**config.mk**
```make
export PLATFORM = sky130hd
export DESIGN_NAME = tcf_ctrl
export DESIGN_NICKNAME = d
export VERILOG_FILES = /design/src/rtl/core/tcf_pkg.sv /design/src/rtl/core/tcf_ctrl.sv
export VERILOG_INCLUDE_DIRS = /design/src /design/src/rtl/core
export SDC_FILE = /design/constraint.sdc
export NUM_CORES = 1
export LEC_CHECK = 0
export BUFFER_PORTS_ARGS = -buffer_cell sky130_fd_sc_hd__buf_4
export CAP_MARGIN = 5
export CORE_AREA = 2 2 39 41
export CTS_CLUSTER_SIZE = 40
export DETAILED_ROUTE_END_ITERATION = 8
export DIE_AREA = 0 0 41 43
export GPL_TIMING_DRIVEN = 0
export SLEW_MARGIN = 25
export SYNTH_ARGS = -nofsm -noshare
export SYNTH_HDL_FRONTEND = slang
export SYNTH_SLANG_ARGS = --single-unit
```
**constraint.sdc**
```tcl
create_clock -name clk -period 2.95 [get_ports clk]
set_clock_uncertainty 0.2 [all_clocks]
set_input_delay 0.1475 -clock clk [delete_from_list [all_inputs] [get_ports clk]]
set_output_delay 0.1475 -clock clk [all_outputs]
set_load 0.02 [all_outputs]
```
**src/rtl/core/tilt_complementary_filter_unit_assert.svh**
```systemverilog
// Assertion macros shared by the tilt filter RTL.
`ifndef TILT_COMPLEMENTARY_FILTER_UNIT_ASSERT_SVH
`define TILT_COMPLEMENTARY_FILTER_UNIT_ASSERT_SVH

// The property must hold in the same cycle as its trigger.
`define TCF_ASSERT_NOW(name, clk, rst, trig, prop) \
  name: assert property (@(posedge clk) disable iff (rst) (trig) |-> (prop)) \
    else $error("tilt filter assertion failed");

// The property must hold in the cycle after its trigger.
`define TCF_ASSERT_NEXT(name, clk, rst, trig, prop) \
  name: assert property (@(posedge clk) disable iff (rst) (trig) |=> (prop)) \
    else $error("tilt filter assertion failed");

`endif

```
**src/rtl/core/tcf_pkg.sv**
```systemverilog
// Types, constants and helper functions of the tilt complementary filter.
package tcf_pkg;

  localparam int SAMPLE_W    = 16;
  localparam int GAIN_W      = 16;
  localparam int SCALE_W     = 32;
  localparam int ACC_ANGLE_W = 19;
  localparam int ANGLE_W     = 32;
  localparam int ADDR_W      = 3;
  localparam int DATA_W      = 32;
  localparam int GAIN_FRAC   = 16;

  // CORDIC vector width: inputs are scaled by 2^16 and grow by the CORDIC gain.
  localparam int CORDIC_W = 36;

  // Shared multiplier operand and product widths.
  localparam int MUL_A_W = 33;
  localparam int MUL_B_W = 18;
  localparam int PROD_W  = 51;
  localparam int SUM_W   = 52;

  localparam logic [GAIN_W-1:0]  FILTER_GAIN_RST = 16'd385;
  localparam logic [SCALE_W-1:0] GYRO_SCALE_RST  = 32'd45703;

  localparam logic signed [MUL_B_W-1:0] GAIN_ONE = 18'sd65536;

  localparam logic signed [SUM_W-1:0] SAT_MAX = 52'sd2147483647;
  localparam logic signed [SUM_W-1:0] SAT_MIN = -52'sd2147483648;

  localparam int ATAN_ENTRIES = 24;
  localparam int ATAN_IDX_W   = 5;

  // Arctangent of 2^-i in units of 2^-32 radians.
  localparam logic [31:0] ATAN_Q32 [ATAN_ENTRIES] = '{
    32'd3373259426, 32'd1991351318, 32'd1052175346, 32'd534100635,
    32'd268086748,  32'd134174063,  32'd67103403,   32'd33553749,
    32'd16777131,   32'd8388597,    32'd4194303,    32'd2097152,
    32'd1048576,    32'd524288,     32'd262144,     32'd131072,
    32'd65536,      32'd32768,      32'd16384,      32'd8192,
    32'd4096,       32'd2048,       32'd1024,       32'd512
  };

  localparam logic [33:0] PI_Q32      = 34'd13493037705;
  localparam logic [33:0] HALF_PI_Q32 = 34'd6746518852;

  typedef enum logic [1:0] {
    MUL_GYRO,
    MUL_LOWPASS,
    MUL_HIGHPASS
  } mul_sel_t;

  typedef struct packed {
    logic                  load;
    logic                  mul_en;
    mul_sel_t              mul_sel;
    logic                  integ;
    logic                  lowpass;
    logic                  highpass;
    logic                  rotate;
    logic [ATAN_IDX_W-1:0] step;
    logic                  commit;
  } tcf_cmd_t;

  // Rounds a Q2.32 angle to frac fraction bits.
  function automatic logic [33:0] q32_to_angle(input logic [33:0] q, input int frac);
    int s;
    s = 32 - frac;
    return (q + (34'd1 << (s - 1))) >> s;
  endfunction

  function automatic logic signed [ANGLE_W-1:0] sat32(input logic signed [SUM_W-1:0] v);
    if (v > SAT_MAX) begin
      return 32'sh7FFF_FFFF;
    end else if (v < SAT_MIN) begin
      return 32'sh8000_0000;
    end
    return ANGLE_W'(v);
  endfunction

endpackage

```
**src/rtl/core/tcf_ctrl.sv**
```systemverilog
// Sequencer of the tilt filter: multiplier passes, CORDIC steps and result hand-off.
`include "tilt_complementary_filter_unit_assert.svh"

module tcf_ctrl #(
  parameter int CORDIC_STEPS = 16
) (
  input  logic              clk,
  input  logic              rst,
  input  logic              in_valid,
  output logic              in_ready,
  output logic              out_valid,
  input  logic              out_ready,
  output tcf_pkg::tcf_cmd_t cmd
);
  import tcf_pkg::*;

  localparam int STEP_W = $clog2(CORDIC_STEPS);
  localparam logic [STEP_W-1:0] LAST_STEP = STEP_W'(CORDIC_STEPS - 1);

  typedef enum logic [2:0] {
    S_IDLE,
    S_MUL_GYRO,
    S_INTEG,
    S_LOWPASS,
    S_HIGHPASS,
    S_ROTATE,
    S_FINISH
  } state_t;

  state_t            state;
  state_t            state_next;
  logic [STEP_W-1:0] cnt;
  logic [STEP_W-1:0] cnt_next;
  logic              out_valid_next;

  always_comb begin
    state_next = state;
    cnt_next   = cnt;
    in_ready   = 1'b0;
    cmd        = '0;
    cmd.step   = ATAN_IDX_W'(cnt);
    unique case (state)
      S_IDLE: begin
        in_ready = 1'b1;
        if (in_valid) begin
          cmd.load   = 1'b1;
          state_next = S_MUL_GYRO;
        end
      end
      S_MUL_GYRO: begin
        cmd.mul_en  = 1'b1;
        cmd.mul_sel = MUL_GYRO;
        state_next  = S_INTEG;
      end
      S_INTEG: begin
        cmd.integ   = 1'b1;
        cmd.mul_en  = 1'b1;
        cmd.mul_sel = MUL_LOWPASS;
        state_next  = S_LOWPASS;
      end
      S_LOWPASS: begin
        cmd.lowpass = 1'b1;
        cmd.mul_en  = 1'b1;
        cmd.mul_sel = MUL_HIGHPASS;
        state_next  = S_HIGHPASS;
      end
      S_HIGHPASS: begin
        cmd.highpass = 1'b1;
        state_next   = S_ROTATE;
      end
      S_ROTATE: begin
        cmd.rotate = 1'b1;
        if (cnt == LAST_STEP) begin
          cnt_next   = '0;
          state_next = S_FINISH;
        end else begin
          cnt_next = cnt + 1'b1;
        end
      end
      S_FINISH: begin
        // Hold the finished item until the output register is free.
        if (!out_valid || out_ready) begin
          cmd.commit = 1'b1;
          state_next = S_IDLE;
        end
      end
      default: begin
        state_next = S_IDLE;
        cnt_next   = '0;
      end
    endcase
  end

  always_comb begin
    if (cmd.commit) begin
      out_valid_next = 1'b1;
    end else if (out_ready) begin
      out_valid_next = 1'b0;
    end else begin
      out_valid_next = out_valid;
    end
  end

  always_ff @(posedge clk) begin
    if (rst) begin
      state     <= S_IDLE;
      cnt       <= '0;
      out_valid <= 1'b0;
    end else begin
      state     <= state_next;
      cnt       <= cnt_next;
      out_valid <= out_valid_next;
    end
  end

  `TCF_ASSERT_NEXT(a_accept_goes_busy, clk, rst, in_valid && in_ready, !in_ready)
  `TCF_ASSERT_NOW(a_commit_has_room, clk, rst, cmd.commit, !out_valid || out_ready)
  `TCF_ASSERT_NEXT(a_commit_shows_result, clk, rst, cmd.commit, out_valid)
  `TCF_ASSERT_NOW(a_one_phase, clk, rst, 1'b1,
    $onehot0({cmd.load, cmd.integ, cmd.lowpass, cmd.highpass, cmd.rotate, cmd.commit}))

endmodule

```
* Yosys cells after proc, flatten, opt, wreduce, memory -nomap -nowiden
Cells that the tools add are included.
** Operators by class
- Equal/unequal tests :: 10
- Add/subtract/negate cells :: 1
- Reductions and logical operators :: 6
- Muxes and demuxes :: 18
** Operator list (number)
- 3-bit case mux with 7 select lines :: 1
- 1-bit two-way mux :: 11
- 3-bit == test (second input constant) :: 3
- 3-bit two-way mux :: 3
- 3-bit case mux with 3 select lines :: 1
- 4-bit case mux with 2 select lines :: 1
- 3-bit by 2-bit == test with 1-bit output (second input constant) :: 2
- 2-bit inequality test (second input constant) :: 3
- 6-bit OR reduction :: 1
- 4-bit by 1-bit adder with 4-bit output (second input constant) :: 1
- 4-bit == test (second input constant) :: 1
- 4-bit two-way mux :: 1
- 3-bit by 1-bit == test with 1-bit output (second input constant) :: 1
- 3-bit logical NOT :: 1
- 3-bit AND reduction :: 1
- 2-bit nonzero test :: 1
- 1-bit logical NOT :: 1
- 1-bit logical OR :: 1
** Storage, ports and cells
- Register bits :: 8
- Word-level logic and storage cells :: 38

* Depth between registers and ports, before layout
- Depth in word-level cells :: 5
- Depth in mapped cells :: 5
- Depth with buffers taken out :: 4

* Least setup slack after synthesis
OpenSTA, ideal clock, no wires.
- Path type :: flip-flop to output port
- Start point :: register state[2]
- End point :: output cmd[13] in the netlist's numbering
- Required time :: 2.602 ns
- Arrival time :: 1.384 ns
- Setup slack :: 1.219 ns
- Cell stages (with the launch flop) :: 4
- Path buffers :: 1
- Cells stage by stage :: dfxtp_1 -> buf_2 -> nor3_1 -> and2_1
** RTL lines
- from (decl) :: line tcf_ctrl.sv:30 : state_t state;
- from (signal assigned) :: line tcf_ctrl.sv:110 : state <= state_next;
- to (decl) :: line tcf_ctrl.sv:13 : output tcf_pkg::tcf_cmd_t cmd

==> impl_metrics.env <==
export IMPL_slowest_delay_ns=0.39
export IMPL_holdBufCountCts=0
export IMPL_cp_arrival_ns=1.57
export IMPL_dieArea_mm2=0.001763
export IMPL_grt_pass1_wl_um=1600
export IMPL_dp_hpwl_um=745.5
export IMPL_drive_above_1_share_pct=32.93
export IMPL_boundaryPins=20
export IMPL_drt_initial_drc_count=7
export IMPL_die_w_um=41
export IMPL_routed_wl_um=1013
export IMPL_cts_setup_buffers=0
export IMPL_grt_pass1_vias=365
export IMPL_row_count=14
export IMPL_fin_crit_ns=1.917
export IMPL_hold_viol=0
export IMPL_place_area_um2=626.9
export IMPL_fp_dieH_um=43
export IMPL_clk_pin_slew_ns=0.06
export IMPL_cp_max_fo=10
export IMPL_period_share_pct=64.98
export IMPL_fin_setup_tns_ns=0
export IMPL_synth_area_leaders="dfxtp_1 33%, a21oi_1 5.2%, buf_4 4.7%"
export IMPL_dr_pass1_iters=4
export IMPL_diodes=0
export IMPL_cellPowerDensity_mw_per_mm2=386.9
export IMPL_crit_chain="buf_2, nor2b_1, and2_1, buf_4, buf_4"
export IMPL_setup_viol=0
export IMPL_ant_nets=0
export IMPL_synth_edf_count=0
export IMPL_clock_sinks=8
export IMPL_place_gp_congestion=0.7595
export IMPL_synthesis_area_um2=479.2
export IMPL_synth_largest_area_cell="dfxtp_1"
export IMPL_cts_buffers=3
export IMPL_dominantRegCellSynth="dfxtp_1"
export IMPL_num_vias=472
export IMPL_drcViolationCount=0
export IMPL_clk_latency_ns=0.25
export IMPL_grt_ovfl_total=0
export IMPL_total_power_mw=0.2513
export IMPL_crit_path_frequent_cell="buf_4"
export IMPL_synth_top_area_share_pct=33.42
export IMPL_final_area_um2=649.4
export IMPL_critPathBufInv=3
export IMPL_clockBufferDepth=2
export IMPL_start_kind="register"
export IMPL_hold_class="in -> reg"
export IMPL_synth_seq_cells=8
export IMPL_cts_root_buf="clkbuf_4"
export IMPL_seq_area_frac_synth_pct=33.42
export IMPL_area_growth_pct=35.51
export IMPL_worstSetupPathType="reg -> out"
export IMPL_worstRegToRegCells=4
export IMPL_syn_inst=62
export IMPL_netlist_top_cells_count="8 x dfxtp_1, 5 x a21oi_1, 5 x nand2_1, 5 x nor2_1"
export IMPL_layout_nets=89
export IMPL_cts_repair_resized=0
export IMPL_irDropWorstVdd_mv=0.2146
export IMPL_required_ns=2.60
export IMPL_endpoint_kind="output pin"
export IMPL_p_leak_nw=0.2929
export IMPL_cp_top_family="simple AND/OR/NAND/NOR gates"
export IMPL_fmax_mhz=521.7
export IMPL_tritoncts="yes"
export IMPL_worstSetupPathDepth=5
export IMPL_core_area_mm2=0.001384
export IMPL_io_buffers=17
export IMPL_hold_depth=4
export IMPL_post_route_util_pct=46.93
export IMPL_ys_types=30
export IMPL_drv_cap=0
export IMPL_grt_util_all_layers_pct=13.32
export IMPL_grt_max_degree=11
export IMPL_syn_area_per_cell_um2=7.729
export IMPL_crit_path_top_delay_cell="dfxtp_1"
export IMPL_yosys_cell_count_top_type="dfxtp_1"
export IMPL_rsz0062_at_grt="false"
export IMPL_outcome="finished clean"
export IMPL_antenna_found_initial=0
export IMPL_htree_levels=1
export IMPL_ys_warn_count=0
export IMPL_async_flop_share_pct=0
export IMPL_via_per_inst=4.816
export IMPL_start_util_pct=34.63
export IMPL_avgRoutedWirePerCell_um=10.34
export IMPL_syn_num_nets=67
export IMPL_drv_slew=0
[cell families after synthesis]
group / Yosys count / synth area share, %
buffers and inverters: 10 / 12.27
flip-flops: 8 / 33.42
adder cells (fa/ha/maj): 1 / 2.611
AO/OA/AOI/OAI: 13 / 17.76
other: 1 / 0.7825
AND/OR/NAND/NOR: 29 / 33.16
[state kept, by name, indices dropped and copies added (netlist names)]
name,count
cnt,4
state,3
out_valid,1
[cells in the final DEF, fill, tap and decap left out, types with 2 or more instances in the layout]
cell and count:
a21oi_1 5, and2_1 2, and3_1 2, buf_2 2, buf_4 20, clkbuf_4 3
dfxtp_1 8, inv_1 2, nand2_1 5, nand2b_1 2, nand3_1 2, nand3b_1 2
nor2_1 5, nor2b_1 2, nor3_1 3, o21ai_0 2
[path summary, 6_finish.rpt]
| check | start | end | slack (ns) |
|---|---|---|---|
| hold reg to reg | cnt[1]$_SDFFE_PP0N_ | cnt[1]$_SDFFE_PP0N_ | 0.30 |
| hold / removal | out_ready | state[2]$_SDFFE_PP0P_ | 0.03 |
| setup reg to reg | state[1]$_SDFFE_PP0P_ | state[1]$_SDFFE_PP0P_ | 1.49 |
| setup / recovery | state[1]$_SDFFE_PP0P_ | cmd[10] | 1.03 |
[final cells by class]
cell class,instances,area (µm²)
plain buffers,8,51.30
clock buffers,3,22.52
fillers,155,734.5
inverters,2,7.507
multi-input cells,44,260.3
flip-flops and latches,8,160.2
well taps,16,20.02
repair buffers,17,127.6
[where the power goes]
group,internal [mW],total [mW],switching [mW]
registers,0.111,0.113,0.00235
logic,0.0240,0.0536,0.0296
clock network,0.0466,0.0847,0.0380
[metrics by stage]
step,setup slack [ns],hold WS [ns],cells
2_1_floorplan,1.219,0.1844,62
3_3_place_gp,1.286,0.2862,95
3_5_place_dp,1.291,0.2906,95
4_1_cts,1.010,0.02873,98
5_1_grt,0.8877,0.07161,98
6_report,1.033,0.03116,98
[worst min-delay path: stages]
cell,delay (ns)
buf_4,0.08
nor2b_1,0.06
nand2b_1,0.07
a311oi_1,0.08
[layer usage]
layer | part of all wire (%) | track usage, % | vias up
li1 | - | - | 256
met1 | 51 | 21.24 | 203
met2 | 43 | 15.31 | 11
met3 | 5.1 | 3.141 | 2
met4 | 0.99 | 8.000 | 0
met5 | 0 | 0 | -
No activity file was read; power rests on OpenSTA's default activity.
