==> src/rtl/core/tilt_complementary_filter_unit_assert.svh <==
// Assertion macros shared by the tilt filter RTL.
`ifndef TILT_COMPLEMENTARY_FILTER_UNIT_ASSERT_SVH
`define TILT_COMPLEMENTARY_FILTER_UNIT_ASSERT_SVH

// The property must hold in the same cycle as its trigger.
`define TCF_ASSERT_NOW(name, clk, rst, trig, prop) \
  name: assert property (@(posedge clk) disable iff (rst) (trig) |-> (prop)) \
    else $error("tilt filter assertion failed");

// The property must hold in the cycle after its trigger.
`define TCF_ASSERT_NEXT(name, clk, rst, trig, prop) \
  name: assert property (@(posedge clk) disable iff (rst) (trig) |=> (prop)) \
    else $error("tilt filter assertion failed");

`endif

==> src/rtl/core/tcf_pkg.sv <==
// Types, constants and helper functions of the tilt complementary filter.
package tcf_pkg;

  localparam int SAMPLE_W    = 16;
  localparam int GAIN_W      = 16;
  localparam int SCALE_W     = 32;
  localparam int ACC_ANGLE_W = 19;
  localparam int ANGLE_W     = 32;
  localparam int ADDR_W      = 3;
  localparam int DATA_W      = 32;
  localparam int GAIN_FRAC   = 16;

  // CORDIC vector width: inputs are scaled by 2^16 and grow by the CORDIC gain.
  localparam int CORDIC_W = 36;

  // Shared multiplier operand and product widths.
  localparam int MUL_A_W = 33;
  localparam int MUL_B_W = 18;
  localparam int PROD_W  = 51;
  localparam int SUM_W   = 52;

  localparam logic [GAIN_W-1:0]  FILTER_GAIN_RST = 16'd385;
  localparam logic [SCALE_W-1:0] GYRO_SCALE_RST  = 32'd45703;

  localparam logic signed [MUL_B_W-1:0] GAIN_ONE = 18'sd65536;

  localparam logic signed [SUM_W-1:0] SAT_MAX = 52'sd2147483647;
  localparam logic signed [SUM_W-1:0] SAT_MIN = -52'sd2147483648;

  localparam int ATAN_ENTRIES = 24;
  localparam int ATAN_IDX_W   = 5;

  // Arctangent of 2^-i in units of 2^-32 radians.
  localparam logic [31:0] ATAN_Q32 [ATAN_ENTRIES] = '{
    32'd3373259426, 32'd1991351318, 32'd1052175346, 32'd534100635,
    32'd268086748,  32'd134174063,  32'd67103403,   32'd33553749,
    32'd16777131,   32'd8388597,    32'd4194303,    32'd2097152,
    32'd1048576,    32'd524288,     32'd262144,     32'd131072,
    32'd65536,      32'd32768,      32'd16384,      32'd8192,
    32'd4096,       32'd2048,       32'd1024,       32'd512
  };

  localparam logic [33:0] PI_Q32      = 34'd13493037705;
  localparam logic [33:0] HALF_PI_Q32 = 34'd6746518852;

  typedef enum logic [1:0] {
    MUL_GYRO,
    MUL_LOWPASS,
    MUL_HIGHPASS
  } mul_sel_t;

  typedef struct packed {
    logic                  load;
    logic                  mul_en;
    mul_sel_t              mul_sel;
    logic                  integ;
    logic                  lowpass;
    logic                  highpass;
    logic                  rotate;
    logic [ATAN_IDX_W-1:0] step;
    logic                  commit;
  } tcf_cmd_t;

  // Rounds a Q2.32 angle to frac fraction bits.
  function automatic logic [33:0] q32_to_angle(input logic [33:0] q, input int frac);
    int s;
    s = 32 - frac;
    return (q + (34'd1 << (s - 1))) >> s;
  endfunction

  function automatic logic signed [ANGLE_W-1:0] sat32(input logic signed [SUM_W-1:0] v);
    if (v > SAT_MAX) begin
      return 32'sh7FFF_FFFF;
    end else if (v < SAT_MIN) begin
      return 32'sh8000_0000;
    end
    return ANGLE_W'(v);
  endfunction

endpackage

==> src/rtl/core/tcf_apb_regs.sv <==
// APB register block holding the filter gain and the gyro scale.
module tcf_apb_regs (
  input  logic                        clk,
  input  logic                        rst,
  input  logic                        psel,
  input  logic                        penable,
  input  logic                        pwrite,
  input  logic [tcf_pkg::ADDR_W-1:0]  paddr,
  input  logic [tcf_pkg::DATA_W-1:0]  pwdata,
  output logic [tcf_pkg::DATA_W-1:0]  prdata,
  output logic                        pready,
  output logic [tcf_pkg::GAIN_W-1:0]  filter_gain,
  output logic [tcf_pkg::SCALE_W-1:0] gyro_scale
);
  import tcf_pkg::*;

  localparam logic REG_FILTER_GAIN = 1'b0;
  localparam logic REG_GYRO_SCALE  = 1'b1;

  logic reg_idx;
  logic wr_en;

  assign reg_idx = paddr[ADDR_W-1];
  assign wr_en   = psel && penable && pwrite && pready;
  assign pready  = 1'b1;

  always_ff @(posedge clk) begin
    if (rst) begin
      filter_gain <= FILTER_GAIN_RST;
      gyro_scale  <= GYRO_SCALE_RST;
    end else if (wr_en) begin
      unique case (reg_idx)
        REG_FILTER_GAIN: filter_gain <= pwdata[GAIN_W-1:0];
        REG_GYRO_SCALE:  gyro_scale  <= pwdata[SCALE_W-1:0];
        default: ;
      endcase
    end
  end

  always_comb begin
    unique case (reg_idx)
      REG_FILTER_GAIN: prdata = DATA_W'(filter_gain);
      REG_GYRO_SCALE:  prdata = DATA_W'(gyro_scale);
      default:         prdata = '0;
    endcase
  end

endmodule

==> config.mk <==
export PLATFORM = sky130hd
export DESIGN_NAME = tcf_apb_regs
export DESIGN_NICKNAME = d
export VERILOG_FILES = /design/src/rtl/core/tilt_complementary_filter_unit_assert.svh /design/src/rtl/core/tcf_pkg.sv /design/src/rtl/core/tcf_apb_regs.sv
export SDC_FILE = /design/constraint.sdc
export NUM_CORES = 1
export LEC_CHECK = 0
export BUFFER_PORTS_ARGS = -buffer_cell sky130_fd_sc_hd__buf_2
export CELL_PAD_IN_SITES_DETAIL_PLACEMENT = 0
export CELL_PAD_IN_SITES_GLOBAL_PLACEMENT = 2
export CORE_MARGIN = 2
export CORE_UTILIZATION = 26
export DETAILED_ROUTE_END_ITERATION = 12
export GPL_TIMING_DRIVEN = 0
export PLACE_DENSITY_LB_ADDON = 0.1
export REMOVE_ABC_BUFFERS = 1
export SYNTH_ARGS = -nofsm -noshare
export SYNTH_HDL_FRONTEND = slang
export SYNTH_SLANG_ARGS = --single-unit
==> constraint.sdc <==
create_clock -name clk -period 2.4 [get_ports clk]
set_clock_uncertainty 0.15 [all_clocks]
set_input_delay 0.72 -clock clk [delete_from_list [all_inputs] [get_ports clk]]
set_output_delay 0.72 -clock clk [all_outputs]
set_load 0.05 [all_outputs]
Yosys cells after proc, flatten, opt, wreduce, memory -nomap -nowiden. Index checks and enable logic that the tools add are counted.

Multiplexer cells: 1. Bitwise logic cells: 1. Reductions and logical operators: 4.

Operators with widths (number): $pmux W32 S2 (1); $reduce_and A2 Y1 (2); $logic_and A1 B1 Y1 (2); $not A1 Y1 (1).

Flip-flop bits (word level): 48. Bits of input ports: 40. Output and inout bits: 81. Word-level logic and storage cells: 8.

Depth between registers and ports, before layout.
Word-level depth: 3. Mapped depth: 5. Gate-level depth less buffers: 2.

Worst setup path after synthesis. OpenSTA, ideal clock, no wires.

Path type: in2out. From: input port paddr[2] (netlist name). To: output port prdata[10] (netlist name). Data arrival time: 1.524 ns. Data required time: 1.530 ns. Setup slack: 0.006 ns. Stages: 3. Path buffers: 2. Cells stage by stage: buf_4 -> buf_2 -> mux2_2.

Word-level cells in the longest chain between the ends: 2.

Ends and longest elaborated chain: from (decl) (line tcf_apb_regs.sv:8) `input logic [tcf_pkg::ADDR_W-1:0] paddr,`; $not A1 Y1 (no source line); $pmux W32 S2 * (line tcf_apb_regs.sv:41) `unique case (reg_idx)`; to (decl) (line tcf_apb_regs.sv:10) `output logic [tcf_pkg::DATA_W-1:0] prdata,`.

Every way passes the cells marked *; elsewhere a longest branch is shown, timed or not.

Final worst setup path.
From: input port paddr[2] (netlist name). To: output port prdata[2] (netlist name).

The elaborated chain is that of the path after synthesis.

==> impl_metrics.xml <==
<?xml version="1.0" encoding="UTF-8"?>
<metrics>
  <group name="routing">
    <metric name="detail_route.first_pass.iterations" unit="">4</metric>
    <metric name="avgRoutedWirePerCell" unit="um">13.00</metric>
    <metric name="finalWirelength" unit="um">5887</metric>
    <metric name="routed_via_density" unit="">4.225</metric>
    <metric name="antenna_left" unit="">0</metric>
    <metric name="drt_iter0_drc" unit="">53</metric>
    <metric name="drt_drc_violations_left" unit="">0</metric>
    <metric name="route.vias.total" unit="">1914</metric>
  </group>
  <group name="worst_setup_path">
    <metric name="crit_path_cell_trace" unit="">buf_12 &gt; mux2_2 &gt; buf_2</metric>
    <metric name="worst-setup-path-type" unit="">in -&gt; out</metric>
    <metric name="wp_data_required" unit="ns">1.53</metric>
    <metric name="cp_slowest_stage_delay" unit="ns">0.36</metric>
    <metric name="setup.worst_path.start_class" unit="">input pin</metric>
    <metric name="worst_path_max_delay_cell" unit="">sky130_fd_sc_hd__mux2_2</metric>
    <metric name="path_max_fanout" unit="">36</metric>
    <metric name="arrival" unit="ns">1.47</metric>
    <metric name="worstSetupEndpointType" unit="">output pin</metric>
  </group>
  <group name="clock_tree">
    <metric name="htreeDepth" unit="">2</metric>
    <metric name="clkLatencyLatePin" unit="ns">0.29</metric>
    <metric name="clkSlewWorstSetupHoldPaths" unit="ns">0.08</metric>
    <metric name="cts_num_sinks" unit="">48</metric>
    <metric name="number_of_buffers_on_the_longest_clock_path" unit="">2</metric>
    <metric name="cts.root.buffer_cell" unit="">sky130_fd_sc_hd__clkbuf_8</metric>
    <metric name="cts-buffers-inserted" unit="">5</metric>
    <metric name="cts_hold_buf" unit="">0</metric>
    <metric name="tritoncts" unit="">built</metric>
    <metric name="post_cts.repair.setup_buffers" unit="">0</metric>
  </group>
  <group name="yosys">
    <metric name="yosys.cell_count.top_type" unit="">sky130_fd_sc_hd__nand2b_1</metric>
    <metric name="synthDominantCellAreaShare" unit="%">40.27</metric>
    <metric name="postSynth.asyncResetShare" unit="%">0</metric>
    <metric name="synth-main-ff-cell" unit="">sky130_fd_sc_hd__dfxtp_1</metric>
    <metric name="number_of_different_library_cells_in_the_post_synthesis_netlist" unit="">16</metric>
    <metric name="syn-cell-area" unit="um2">2386</metric>
    <metric name="synthCells" unit="">239</metric>
    <metric name="yosysTopAreaCell" unit="">sky130_fd_sc_hd__dfxtp_1</metric>
    <metric name="synth_seq_cells" unit="">48</metric>
    <metric name="synth_top_cells_by_count" unit="">sky130_fd_sc_hd__nand2b_1 (67), sky130_fd_sc_hd__dfxtp_1 (48), sky130_fd_sc_hd__mux2i_1 (48)</metric>
    <metric name="synth.area.top_cells" unit="">sky130_fd_sc_hd__dfxtp_1 (40%), sky130_fd_sc_hd__mux2i_1 (20%), sky130_fd_sc_hd__nand2b_1 (18%)</metric>
    <metric name="synth.yosys.seq_area_share" unit="%">40.27</metric>
    <metric name="synth_enable_flop_cells" unit="">0</metric>
    <metric name="yosys_warnings" unit="">0</metric>
    <metric name="avgSynthCellArea" unit="um2">9.983</metric>
  </group>
  <group name="floorplanning">
    <metric name="placement_rows" unit="">34</metric>
    <metric name="fp.dieW" unit="um">99.80</metric>
    <metric name="die_area" unit="um2">9959</metric>
    <metric name="chipHeight" unit="um">99.80</metric>
    <metric name="boundaryPins" unit="">121</metric>
    <metric name="floorplan.initialDensity" unit="%">27.10</metric>
    <metric name="core" unit="um2">8806</metric>
  </group>
  <group name="final_layout">
    <metric name="drive_above_1_share" unit="%">40.87</metric>
    <metric name="antenna-diode-count" unit="">0</metric>
    <metric name="areaGrowthSynthToFinish" unit="%">29.37</metric>
    <metric name="finish.net_count" unit="">384</metric>
    <metric name="stdcell_area" unit="um2">3087</metric>
  </group>
  <group name="timing">
    <metric name="worst_slew_margin_relative_to_its_limit" unit="%">21.14</metric>
    <metric name="final-hold-violation-count" unit="">0</metric>
    <metric name="worst_pin_slew" unit="ns">1.183</metric>
    <metric name="rsz0062_at_grt" unit="">no</metric>
    <metric name="post-route-period-util" unit="%">97.57</metric>
    <metric name="clock.fmax" unit="MHz">427.1</metric>
    <metric name="final-setup-viol-count" unit="">0</metric>
    <metric name="final_max_slew_viol_count" unit="">0</metric>
    <metric name="finalCriticalPeriod" unit="ns">2.342</metric>
  </group>
  <group name="placement">
    <metric name="post_dp_cell_area" unit="um2">2982</metric>
    <metric name="hpwl" unit="um">4008</metric>
    <metric name="finalWeightedCongestion" unit="">0.6631</metric>
    <metric name="placement.io_buffers" unit="">117</metric>
  </group>
  <group name="power">
    <metric name="totalPowerFinal" unit="mW">1.627</metric>
    <metric name="power.leakage" unit="nW">1.434</metric>
    <metric name="cellPowerDensity" unit="nW/um2">527.2</metric>
    <metric name="peakVddDrop" unit="mV">0.1810</metric>
  </group>
  <group name="global_routing">
    <metric name="antenna_found_initial" unit="">0</metric>
    <metric name="first_global_vias" unit="">1759</metric>
    <metric name="grt_remaining_overflow" unit="">0</metric>
    <metric name="grt.total_usage" unit="%">11.47</metric>
    <metric name="maximum_number_of_pins_on_one_net_before_global_route_repair" unit="">88</metric>
    <metric name="grt_pass1_wl" unit="um">9059</metric>
  </group>
  <group name="min_path">
    <metric name="hold_class" unit="">reg -&gt; reg</metric>
  </group>
  <group name="status">
    <metric name="outcome" unit="">finished clean</metric>
  </group>
  <group name="job">
    <metric name="maxCapViolations" unit="">0</metric>
  </group>
</metrics>
==> timing repair <==
item	4_1_cts	5_1_grt
endpoints found under the hold margin	0	0
gates resized for setup	4	0
endpoints found under the setup margin	58	0
==> worst paths after layout <==
check,startpoint,endpoint,slack [ns],cells after the start
setup / recovery,paddr[2],prdata[2],0.06,3
hold reg to reg,gyro_scale[25],gyro_scale[25],0.34,2
setup reg to reg,filter_gain[7],filter_gain[7],1.59,2
hold / removal,gyro_scale[25],gyro_scale[25],0.34,2
==> flip-flops by register name, summed over array words and instances, names as in the netlist <==
signal / cells
filter_gain: 16
gyro_scale: 32
==> metal layers <==
layer  share of wire [%]  vias up  routed length [um]  GRT usage, %
met3                 7.7        7                 452         3.552
met4                 1.1        0                  67         3.477
met5                   0        -                   0             0
met2                  43       77                2504         17.78
li1                    -      985                   -             -
met1                  49      845                2862         15.37
==> worst max-delay path: cells and delay by family <==
kind                   cells  cell delay [ns]
buffers and inverters      2             0.39
multiplexers               1             0.36
==> cell families after synthesis <==
group                  Yosys count  share of synthesized area (%)
AND/OR/NAND/NOR                107                          26.59
multiplexers                    64                          27.69
flip-flops                      48                          40.27
buffers and inverters           19                          5.296
other                            1                         0.1572
==> layout make-up <==
type | instances | area (um2)
Sequential cell | 48 | 960.9
Tap cell | 108 | 135.1
Clock buffer | 8 | 90.09
Multi-Input combinational cell | 172 | 1300
Fill cell | 927 | 5719
Timing Repair Buffer | 117 | 600.6
==> where the power goes <==
part | total [mW] | internal [mW] | switching (mW) | leakage (nW)
clock network | 0.498 | 0.236 | 0.263 | 0.0455
logic | 0.303 | 0.102 | 0.201 | 1.00
registers | 0.826 | 0.814 | 0.0122 | 0.389
total | 1.63 | 1.15 | 0.476 | 1.43
==> stage by stage <==
stage / setup TNS [ns] / util (%) / setup slack (ns) / instances / hold WS [ns]
after global placement: -37.38 / 33.84 / -0.9650 / 445 / 0.3184
after detailed placement: -24.70 / 33.86 / -0.4854 / 445 / 0.3208
after floorplan: 0 / - / 0.2234 / 220 / 0.5491
final: 0 / 35.05 / 0.05840 / 453 / 0.3362
after CTS: 0 / 35.05 / 0.03618 / 453 / 0.3390
after global routing: 0 / 35.05 / 0.01966 / 453 / 0.3660
==> cells in the final DEF (no fill, tap or decap) <==
cell	n
sky130_fd_sc_hd__conb_1	1
sky130_fd_sc_hd__nand2b_1	67
sky130_fd_sc_hd__nand4b_1	1
sky130_fd_sc_hd__dfxtp_1	48
sky130_fd_sc_hd__mux2_2	16
sky130_fd_sc_hd__mux2i_1	48
sky130_fd_sc_hd__and2_1	16
sky130_fd_sc_hd__nand4_2	1
sky130_fd_sc_hd__and4b_1	1
sky130_fd_sc_hd__and4_2	1
sky130_fd_sc_hd__clkbuf_8	6
sky130_fd_sc_hd__nor2_1	20
sky130_fd_sc_hd__clkbuf_1	2
sky130_fd_sc_hd__buf_2	116
sky130_fd_sc_hd__buf_12	1
Power figures use the tool's default switching activity.
