===== config.mk =====
export PLATFORM = sky130hd
export DESIGN_NAME = tcf_datapath
export DESIGN_NICKNAME = d
export VERILOG_FILES = /design/src/rtl/core/tcf_pkg.sv /design/src/rtl/core/tcf_datapath.sv
export VERILOG_INCLUDE_DIRS = /design/src /design/src/rtl/core
export SDC_FILE = /design/constraint.sdc
export NUM_CORES = 2
export LEC_CHECK = 0
export BUFFER_PORTS_ARGS = -buffer_cell sky130_fd_sc_hd__clkbuf_2
export CAP_MARGIN = 25
export CORE_MARGIN = 1.5
export CORE_UTILIZATION = 35
export CTS_CLUSTER_DIAMETER = 120
export DETAILED_ROUTE_END_ITERATION = 8
export HOLD_SLACK_MARGIN = 0.12
export SKIP_LAST_GASP = 1
export SYNTH_ARGS = -nofsm -noshare
export SYNTH_HDL_FRONTEND = slang
export SYNTH_SLANG_ARGS = --single-unit
export TNS_END_PERCENT = 20

===== constraint.sdc =====
create_clock -name clk -period 13.4 [get_ports clk]
set_clock_uncertainty 0.05 [all_clocks]
set_input_delay 1.34 -clock clk [delete_from_list [all_inputs] [get_ports clk]]
set_output_delay 1.34 -clock clk [all_outputs]
set_load 0.01 [all_outputs]

===== src/rtl/core/tilt_complementary_filter_unit_assert.svh =====
// Assertion macros shared by the tilt filter RTL.
`ifndef TILT_COMPLEMENTARY_FILTER_UNIT_ASSERT_SVH
`define TILT_COMPLEMENTARY_FILTER_UNIT_ASSERT_SVH

// The property must hold in the same cycle as its trigger.
`define TCF_ASSERT_NOW(name, clk, rst, trig, prop) \
  name: assert property (@(posedge clk) disable iff (rst) (trig) |-> (prop)) \
    else $error("tilt filter assertion failed");

// The property must hold in the cycle after its trigger.
`define TCF_ASSERT_NEXT(name, clk, rst, trig, prop) \
  name: assert property (@(posedge clk) disable iff (rst) (trig) |=> (prop)) \
    else $error("tilt filter assertion failed");

`endif


===== src/rtl/core/tcf_pkg.sv =====
// Types, constants and helper functions of the tilt complementary filter.
package tcf_pkg;

  localparam int SAMPLE_W    = 16;
  localparam int GAIN_W      = 16;
  localparam int SCALE_W     = 32;
  localparam int ACC_ANGLE_W = 19;
  localparam int ANGLE_W     = 32;
  localparam int ADDR_W      = 3;
  localparam int DATA_W      = 32;
  localparam int GAIN_FRAC   = 16;

  // CORDIC vector width: inputs are scaled by 2^16 and grow by the CORDIC gain.
  localparam int CORDIC_W = 36;

  // Shared multiplier operand and product widths.
  localparam int MUL_A_W = 33;
  localparam int MUL_B_W = 18;
  localparam int PROD_W  = 51;
  localparam int SUM_W   = 52;

  localparam logic [GAIN_W-1:0]  FILTER_GAIN_RST = 16'd385;
  localparam logic [SCALE_W-1:0] GYRO_SCALE_RST  = 32'd45703;

  localparam logic signed [MUL_B_W-1:0] GAIN_ONE = 18'sd65536;

  localparam logic signed [SUM_W-1:0] SAT_MAX = 52'sd2147483647;
  localparam logic signed [SUM_W-1:0] SAT_MIN = -52'sd2147483648;

  localparam int ATAN_ENTRIES = 24;
  localparam int ATAN_IDX_W   = 5;

  // Arctangent of 2^-i in units of 2^-32 radians.
  localparam logic [31:0] ATAN_Q32 [ATAN_ENTRIES] = '{
    32'd3373259426, 32'd1991351318, 32'd1052175346, 32'd534100635,
    32'd268086748,  32'd134174063,  32'd67103403,   32'd33553749,
    32'd16777131,   32'd8388597,    32'd4194303,    32'd2097152,
    32'd1048576,    32'd524288,     32'd262144,     32'd131072,
    32'd65536,      32'd32768,      32'd16384,      32'd8192,
    32'd4096,       32'd2048,       32'd1024,       32'd512
  };

  localparam logic [33:0] PI_Q32      = 34'd13493037705;
  localparam logic [33:0] HALF_PI_Q32 = 34'd6746518852;

  typedef enum logic [1:0] {
    MUL_GYRO,
    MUL_LOWPASS,
    MUL_HIGHPASS
  } mul_sel_t;

  typedef struct packed {
    logic                  load;
    logic                  mul_en;
    mul_sel_t              mul_sel;
    logic                  integ;
    logic                  lowpass;
    logic                  highpass;
    logic                  rotate;
    logic [ATAN_IDX_W-1:0] step;
    logic                  commit;
  } tcf_cmd_t;

  // Rounds a Q2.32 angle to frac fraction bits.
  function automatic logic [33:0] q32_to_angle(input logic [33:0] q, input int frac);
    int s;
    s = 32 - frac;
    return (q + (34'd1 << (s - 1))) >> s;
  endfunction

  function automatic logic signed [ANGLE_W-1:0] sat32(input logic signed [SUM_W-1:0] v);
    if (v > SAT_MAX) begin
      return 32'sh7FFF_FFFF;
    end else if (v < SAT_MIN) begin
      return 32'sh8000_0000;
    end
    return ANGLE_W'(v);
  endfunction

endpackage


===== src/rtl/core/tcf_datapath.sv =====
// Datapath: CORDIC rotator, shared multiplier, filter state and result register.
`include "tilt_complementary_filter_unit_assert.svh"

module tcf_datapath #(
  parameter int ANGLE_FRAC_BITS = 16
) (
  input  logic                                     clk,
  input  logic                                     rst,
  input  tcf_pkg::tcf_cmd_t                        cmd,
  input  logic        [tcf_pkg::GAIN_W-1:0]        filter_gain,
  input  logic        [tcf_pkg::SCALE_W-1:0]       gyro_scale,
  input  logic signed [tcf_pkg::SAMPLE_W-1:0]      accel_y,
  input  logic signed [tcf_pkg::SAMPLE_W-1:0]      accel_z,
  input  logic signed [tcf_pkg::SAMPLE_W-1:0]      gyro_rate,
  output logic signed [tcf_pkg::ACC_ANGLE_W-1:0]   accel_angle_raw,
  output logic signed [tcf_pkg::ANGLE_W-1:0]       gyro_angle_raw,
  output logic signed [tcf_pkg::ACC_ANGLE_W-1:0]   accel_angle_lowpass,
  output logic signed [tcf_pkg::ANGLE_W-1:0]       gyro_angle_highpass,
  output logic signed [tcf_pkg::ANGLE_W-1:0]       fused_angle
);
  import tcf_pkg::*;

  localparam int SHIFT = 32 - ANGLE_FRAC_BITS;
  localparam logic signed [ANGLE_W-1:0] PI_F = ANGLE_W'(q32_to_angle(PI_Q32, ANGLE_FRAC_BITS));
  localparam logic signed [ANGLE_W-1:0] NEG_PI_F = -PI_F;
  localparam logic signed [ANGLE_W-1:0] HALF_PI_F =
    ANGLE_W'(q32_to_angle(HALF_PI_Q32, ANGLE_FRAC_BITS));
  localparam logic signed [PROD_W-1:0] GYRO_HALF = PROD_W'(64'd1 << (SHIFT - 1));
  localparam logic signed [PROD_W-1:0] FILT_HALF = PROD_W'(64'd1 << (GAIN_FRAC - 1));

  // Filter state.
  logic signed [ANGLE_W-1:0] gyro_integral;
  logic signed [ANGLE_W-1:0] prev_accel_angle;
  logic signed [ANGLE_W-1:0] prev_lowpass_out;
  logic signed [ANGLE_W-1:0] prev_highpass_out;

  // Working registers of the current item.
  logic signed [SAMPLE_W-1:0] gr;
  logic                       both_zero;
  logic signed [CORDIC_W-1:0] cx;
  logic signed [CORDIC_W-1:0] cy;
  logic signed [ANGLE_W-1:0]  cang;
  logic signed [PROD_W-1:0]   prod;
  logic signed [ANGLE_W-1:0]  gi_reg;
  logic signed [ANGLE_W-1:0]  lp_reg;
  logic signed [ANGLE_W-1:0]  hp_reg;

  logic signed [16:0]         num;
  logic signed [16:0]         den;
  logic signed [16:0]         x0;
  logic signed [16:0]         y0;
  logic signed [ANGLE_W-1:0]  a0;
  logic signed [CORDIC_W-1:0] x_sh;
  logic signed [CORDIC_W-1:0] y_sh;
  logic signed [ANGLE_W-1:0]  t_ang;
  logic signed [MUL_A_W-1:0]  mul_a;
  logic signed [MUL_B_W-1:0]  mul_b;
  logic signed [PROD_W-1:0]   gyro_rnd;
  logic signed [PROD_W-1:0]   filt_rnd;
  logic signed [ANGLE_W-1:0]  acc_final;

  // atan2(-z, y): vectors in the left half plane are first turned by a quarter turn.
  always_comb begin
    num = 17'sd0 - 17'(accel_z);
    den = 17'(accel_y);
    if (den < 0) begin
      if (num >= 0) begin
        x0 = num;
        y0 = 17'sd0 - den;
        a0 = HALF_PI_F;
      end else begin
        x0 = 17'sd0 - num;
        y0 = den;
        a0 = -HALF_PI_F;
      end
    end else begin
      x0 = den;
      y0 = num;
      a0 = '0;
    end
  end

  assign x_sh  = cx >>> cmd.step;
  assign y_sh  = cy >>> cmd.step;
  assign t_ang = ANGLE_W'(q32_to_angle({2'b00, ATAN_Q32[cmd.step]}, ANGLE_FRAC_BITS));

  always_comb begin
    case (cmd.mul_sel)
      MUL_GYRO: begin
        mul_a = MUL_A_W'(gyro_scale);
        mul_b = MUL_B_W'(gr);
      end
      MUL_LOWPASS: begin
        mul_a = MUL_A_W'(prev_accel_angle) - MUL_A_W'(prev_lowpass_out);
        mul_b = MUL_B_W'(filter_gain);
      end
      MUL_HIGHPASS: begin
        mul_a = MUL_A_W'(prev_highpass_out);
        mul_b = GAIN_ONE - MUL_B_W'(filter_gain);
      end
      default: begin
        mul_a = '0;
        mul_b = '0;
      end
    endcase
  end

  assign gyro_rnd = (prod + GYRO_HALF) >>> SHIFT;
  assign filt_rnd = (prod + FILT_HALF) >>> GAIN_FRAC;

  always_comb begin
    if (both_zero) begin
      acc_final = '0;
    end else if (cang > PI_F) begin
      acc_final = PI_F;
    end else if (cang < NEG_PI_F) begin
      acc_final = NEG_PI_F;
    end else begin
      acc_final = cang;
    end
  end

  always_ff @(posedge clk) begin
    if (cmd.load) begin
      gr        <= gyro_rate;
      both_zero <= (accel_y == 0) && (accel_z == 0);
      cx        <= CORDIC_W'(x0) <<< 16;
      cy        <= CORDIC_W'(y0) <<< 16;
      cang      <= a0;
    end else if (cmd.rotate) begin
      if (cy > 0) begin
        cx   <= cx + y_sh;
        cy   <= cy - x_sh;
        cang <= cang + t_ang;
      end else begin
        cx   <= cx - y_sh;
        cy   <= cy + x_sh;
        cang <= cang - t_ang;
      end
    end
    if (cmd.mul_en) begin
      prod <= mul_a * mul_b;
    end
    if (cmd.integ) begin
      gi_reg <= sat32(SUM_W'(gyro_integral) + SUM_W'(gyro_rnd));
    end
    if (cmd.lowpass) begin
      lp_reg <= sat32(SUM_W'(prev_lowpass_out) + SUM_W'(filt_rnd));
    end
    if (cmd.highpass) begin
      hp_reg <= sat32(SUM_W'(gi_reg) - SUM_W'(gyro_integral) + SUM_W'(filt_rnd));
    end
    if (cmd.commit) begin
      accel_angle_raw     <= acc_final[ACC_ANGLE_W-1:0];
      gyro_angle_raw      <= gi_reg;
      accel_angle_lowpass <= lp_reg[ACC_ANGLE_W-1:0];
      gyro_angle_highpass <= hp_reg;
      fused_angle         <= sat32(SUM_W'(lp_reg) + SUM_W'(hp_reg));
    end
  end

  always_ff @(posedge clk) begin
    if (rst) begin
      gyro_integral     <= '0;
      prev_accel_angle  <= '0;
      prev_lowpass_out  <= '0;
      prev_highpass_out <= '0;
    end else if (cmd.commit) begin
      gyro_integral     <= gi_reg;
      prev_accel_angle  <= acc_final;
      prev_lowpass_out  <= lp_reg;
      prev_highpass_out <= hp_reg;
    end
  end

  `TCF_ASSERT_NEXT(a_angle_in_range, clk, rst, cmd.commit,
    prev_accel_angle <= PI_F && prev_accel_angle >= NEG_PI_F)

endmodule


After elaboration in Yosys (flattened, before gate mapping)
Memories as Yosys holds them, arrays and structs flattened.
Cells that the tools add are included.
{"block": "word_totals", "ff_bits": 530, "latch_bits": 0, "mem_bits_rw": 0, "rom_bits": 1024, "input_bits": 112, "output_inout_bits": 134, "elab_cells": 110, "n_memories": 1}
{"name": "(name not given)", "words": 32, "word_bits": 32, "rd": 1, "rd_clocked_by_memory_dff": 0, "wr": 0, "line": "tcf_datapath.sv:85", "source": "assign t_ang = ANGLE_W'(q32_to_angle({2'b00, ATAN_Q32[cmd.step]}, ANGLE_FRAC_BITS));"}
{"block": "classes", "n_addsub": 18, "mul": 1, "n_div": 0, "magnitude_cmp": 14, "n_eq_ne": 2, "n_shift": 2, "muxes": 46, "n_bitwise": 1, "n_reduce_logical": 5}
{"cell": "2-to-1 mux 32 bit", "count": 22}
{"cell": "2-to-1 mux 36 bit", "count": 6}
{"cell": "greater-than comparator 36 x 32 -> 1 bit, second input constant", "count": 3}
{"cell": "less-than comparator 36 x 32 -> 1 bit, second input constant", "count": 3}
{"cell": "case mux 33 bit (3 select lines)", "count": 1}
{"cell": "adder 32 x 35 -> 36 bit", "count": 2}
{"cell": "adder 36 bit", "count": 2}
{"cell": ">>> shifter 36 x 5 -> 36 bit", "count": 2}
{"cell": "subtractor 36 bit", "count": 2}
{"cell": "2-to-1 mux 17 bit", "count": 4}
{"cell": "subtractor 32 x 32 -> 33 bit", "count": 2}
{"cell": "zero test 32 bit", "count": 2}
{"cell": "case mux 18 bit (3 select lines)", "count": 1}
{"cell": "adder 51 x 17 -> 51 bit, second input constant", "count": 1}
{"cell": "multiplier 33 x 18 -> 51 bit", "count": 1}
{"cell": "adder 33 x 35 -> 36 bit", "count": 1}
{"cell": "greater-than comparator 36 x 1 -> 1 bit, second input constant", "count": 1}
{"cell": "subtractor 1 x 16 -> 17 bit, first input constant", "count": 2}
{"cell": "adder 32 x 16 -> 33 bit, second input constant", "count": 1}
{"cell": "adder 32 x 32 -> 33 bit", "count": 1}
{"cell": "greater-than comparator 33 x 32 -> 1 bit, second input constant", "count": 1}
{"cell": "less-than comparator 33 x 32 -> 1 bit, second input constant", "count": 1}
{"cell": "adder 32 x 18 -> 32 bit", "count": 1}
{"cell": "greater-than comparator 32 x 19 -> 1 bit, second input constant", "count": 1}
{"cell": "14 further kinds", "count": 25}

Logic depth before layout (Yosys ltp)
{"block": "depth", "word_depth": 9, "ltp_mapped": 40, "mapped_depth_nobuf": 39}

Least setup slack after synthesis
No wires, ideal clock.
{"block": "synth_path", "path_type": "input to register", "from": "in filter_gain[3] in the netlist's numbering", "to": "reg prod[50] (data pin)", "setup_time_ns": 0.266, "t_arrival_ns": 9.701, "t_required_ns": 13.084, "path_slack_ns": 3.382, "path_stages": 34, "n_path_buf": 1, "path_cell_list": "nor4_1 > nand2b_1 > or3_1 > or3_1 > or3_1 > or3_1 > or3_1 > a31oi_1 > nor2_1 > a21oi_1 > clkbuf_1 > nand2b_1 > fa_1 > fa_1 > inv_1 > fa_1 > inv_1 > fa_1 > inv_1 > fa_1 > inv_1 > fa_1 > inv_1 > ha_1 > and4_1 > nand2_1 > a21oi_1 > o211ai_1 > a21oi_1 > o21ai_0 > a211o_1 > a31oi_1 > mux2i_1 > nand4_1"}
{"block": "synth_via", "elab_chain_cells": 3}
{"item": "start: declaration", "line": "tcf_datapath.sv:10", "source": "input logic [tcf_pkg::GAIN_W-1:0] filter_gain,"}
{"item": "subtractor 17 x 16 -> 18 bit", "line": "tcf_datapath.sv:99", "source": "mul_b = GAIN_ONE - MUL_B_W'(filter_gain);"}
{"item": "case mux 18 bit (3 select lines) (*)", "line": "tcf_datapath.sv:88", "source": "case (cmd.mul_sel)"}
{"item": "multiplier 33 x 18 -> 51 bit (*)", "line": "tcf_datapath.sv:142", "source": "prod <= mul_a * mul_b;"}
{"item": "end signal: assignment", "line": "tcf_datapath.sv:142"}
{"item": "end: declaration", "line": "tcf_datapath.sv:43", "source": "logic signed [PROD_W-1:0] prod;"}
Every way passes the cells marked *; elsewhere a longest branch is shown, timed or not.
A chain may end at the register's enable or synchronous reset.

Worst setup path after layout
Ends and elaborated chain as after synthesis.

==> run_results.csv <==
group,metric,value,unit
run_status,status,"complete, but fails checks",
run_status,failed_checks,"design-rule violations",
clocking,worst_skew_pair.late_latency,0.69,ns
critical_path,r2r_start,"prev_lowpass_out[0]",
floorplan,start_util,0.3525,
global_routing,antenna_found_initial,6,
synth,yosys_warnings,0,
sta,finalSetupViolCount,0,
global_routing,grt_max_degree,99,
clocking,cts_hold_buf,0,
floorplan,design.die.area,0.1801,mm2
run,drv_cap,0,
floorplan,core,0.1763,mm2
drt,drt_wl_total,214700,um
sta,fin_crit,10.66,ns
sta,rsz0062_at_grt,"false",
sta,max_slew_margin,0.2126,
critical_path,r2r_cells,35,
final_layout,fillers,17725,
clocking,cts_buffers,68,
clocking,postCtsResizedCells,0,
clocking,post_cts_buffers,0,
synth,ys_ff_latch,515,
critical_path,worstSetupPathType,"in -> reg",
synth,synth.avg_cell_area,9.135,um2
critical_path,cpPeakStageDelay,0.57,ns
final_layout,fin_nets,8063,
final_layout,layout.area.seq,0.01386,mm2
global_routing,track_usage,0.2351,
synth,async_reset_ff_frac,0,
placement,numPortBuffers,245,
critical_path,path_max_fanout,26,
sta,tightest_slew,1.178,ns
floorplan,io_pins,246,
synth,ys_types,85,
drt,antenna_left,0,
synth,synth.most_common_cell,"inv_1",
final_layout,reg_top3,"cx: 36 flops, cy: 36 flops, prod: 36 flops",
drt,drc_errors,50,
sta,max_clock_freq,93.82,MHz
floorplan,rows,154,
drt,drt_iter0_markers,4721,
synth,syn_area,0.06214,mm2
drt,first_pass_iters,8,
min_path,hold_class,"reg -> reg",
synth,synth_flop_cell,"edfxtp_1",
critical_path,path_common_cell,"fa_1",
synth,synthTopCellsByCount,"776 x inv_1, 657 x nand2_1, 623 x nor2_1",
critical_path,crit_path_end_kind,"flip-flop",
floorplan,fp.dieH,424.4,um
drt,vias,51972,
global_routing,globalRouteOverflowTotal,0,
drt,via_per_inst,5.571,
min_path,holdPathStages,2,
global_routing,grt_pass1_vias,51462,
global_routing,grt_pass1_wl,322600,um
synth,synth_edf_count,355,
clocking,h-tree-depth,3,
critical_path,crit_slowest_cell,"fa_1",
final_layout,multi_input_comb_area,0.04425,mm2
placement,place_congestion,1.007,
final_layout,drive_above_1_share,0.09674,
synth,synthCells,6802,
synth,synth_top_area_frac,0.1965,
sta,drv_slew,0,
min_path,worstHoldStart,"cx[0]",
synth,synth_area_leaders,"fa_1 20%, edfxtp_1 17%, ha_1 8.2%",
clocking,cts_root_buf,"clkbuf_16",
clocking,cts_tree,"built",
synth,synth_top_area_cell,"fa_1",
synth,syn_nets,7930,
final_layout,syn_to_final_growth,10.27,%
clocking,clk_pin_slew_worst_paths,0.06,ns
placement,dp_hpwl,170000,um
synth,ys_seq_area_frac,0.2231,
critical_path,crit_path_start_kind,"input pin",
critical_path,startpoint,"filter_gain[3]",
drt,wl_per_cell,23.02,um
floorplan,die_x,424.4,um
sta,period_share,0.7954,
critical_path,required,13.75,ns
clocking,cts_max_path_buffers,3,
clocking,clock_sinks,515,
sta,hold_viol,0,
critical_path,worstPathArrival,11.01,ns
sta,setup_tns,0,ns
final timing paths:
path,to,slack [ns]
setup / recovery,prod[50],2.74
hold / removal,cx[0],0.45
setup reg to reg,prod[50],2.87
hold reg to reg,cx[0],0.45
placed cells by master (no fill, tap or decap), types with 24 or more instances in the layout:
master	instances
a21oi_1	371
nand3_1	91
inv_1	775
a21o_1	156
nor3_1	80
xnor2_1	251
edfxtp_1	355
mux2_2	27
clkbuf_16	70
nor2_1	622
dfxtp_1	160
a31oi_1	68
buf_4	108
nand4_1	36
o21a_1	85
o21ai_0	393
o21bai_1	40
nor4_1	24
or3_1	27
o211ai_1	37
nand2b_1	102
ha_1	406
and3_1	39
o31ai_1	27
nand2_1	657
mux2i_1	224
a22oi_1	25
fa_1	610
nor2b_1	77
a211oi_1	45
clkbuf_2	237
and2_1	65
xor2_1	180
mux4_2	112
per-layer routing:
metal	part of all wire	vias to the layer above	track usage
met1	0.42	25837	0.3034
li1	-	23647	-
met4	0.055	6	0.1170
met2	0.46	2059	0.3835
met5	0.00016	-	0
met3	0.067	423	0.03526
critical path: cells and delay by family:
family | cells | cell delay [ns]
buf+inv | 4 | 0.63
mux | 1 | 0.25
simple gates | 13 | 3.23
fa+ha+maj | 7 | 3.33
compound gates | 7 | 2.20
cells by family (layout without fill, tap and decap cells):
family	Yosys count	after routing	synth area share
simple gates	1897	1897	0.1381
compound gates	1493	1493	0.1509
buf+inv	1079	1265	0.06600
fa+ha+maj	1024	1024	0.2796
flops	515	515	0.2231
xor+xnor	431	431	0.06075
mux	363	363	0.08157
other cells	0	1	0
through the flow:
step / instance area, um2 / hold slack, ns / setup WS [ns] / cells / util
after floorplan: 62140 / 0.3996 / 3.382 / 6802 / -
after global placement: 65980 / 0.4277 / 2.277 / 9189 / 0.3742
after detailed placement: 66100 / 0.4423 / 2.135 / 9201 / 0.3749
after CTS: 68440 / 0.4554 / 2.860 / 9324 / 0.3882
after global routing: 68520 / 0.4629 / 2.369 / 9328 / 0.3886
final: 68520 / 0.4539 / 2.741 / 9329 / 0.3886
area by class of cell:
| cell class | count | share of cell area |
|---|---|---|
| diodes | 1 | 0.00003652 |
| multi-input cells | 5208 | 0.6458 |
| flip-flops and latches | 515 | 0.2023 |
| well taps | 2340 | 0.04273 |
| clock inverters | 46 | 0.007889 |
| repair buffers | 361 | 0.03214 |
| clock buffers | 77 | 0.02630 |
| inverters | 781 | 0.04278 |
Power is left out: the tool's default activity adds up to more than one toggle a clock period on the data nets, which glitch-free logic cannot reach.
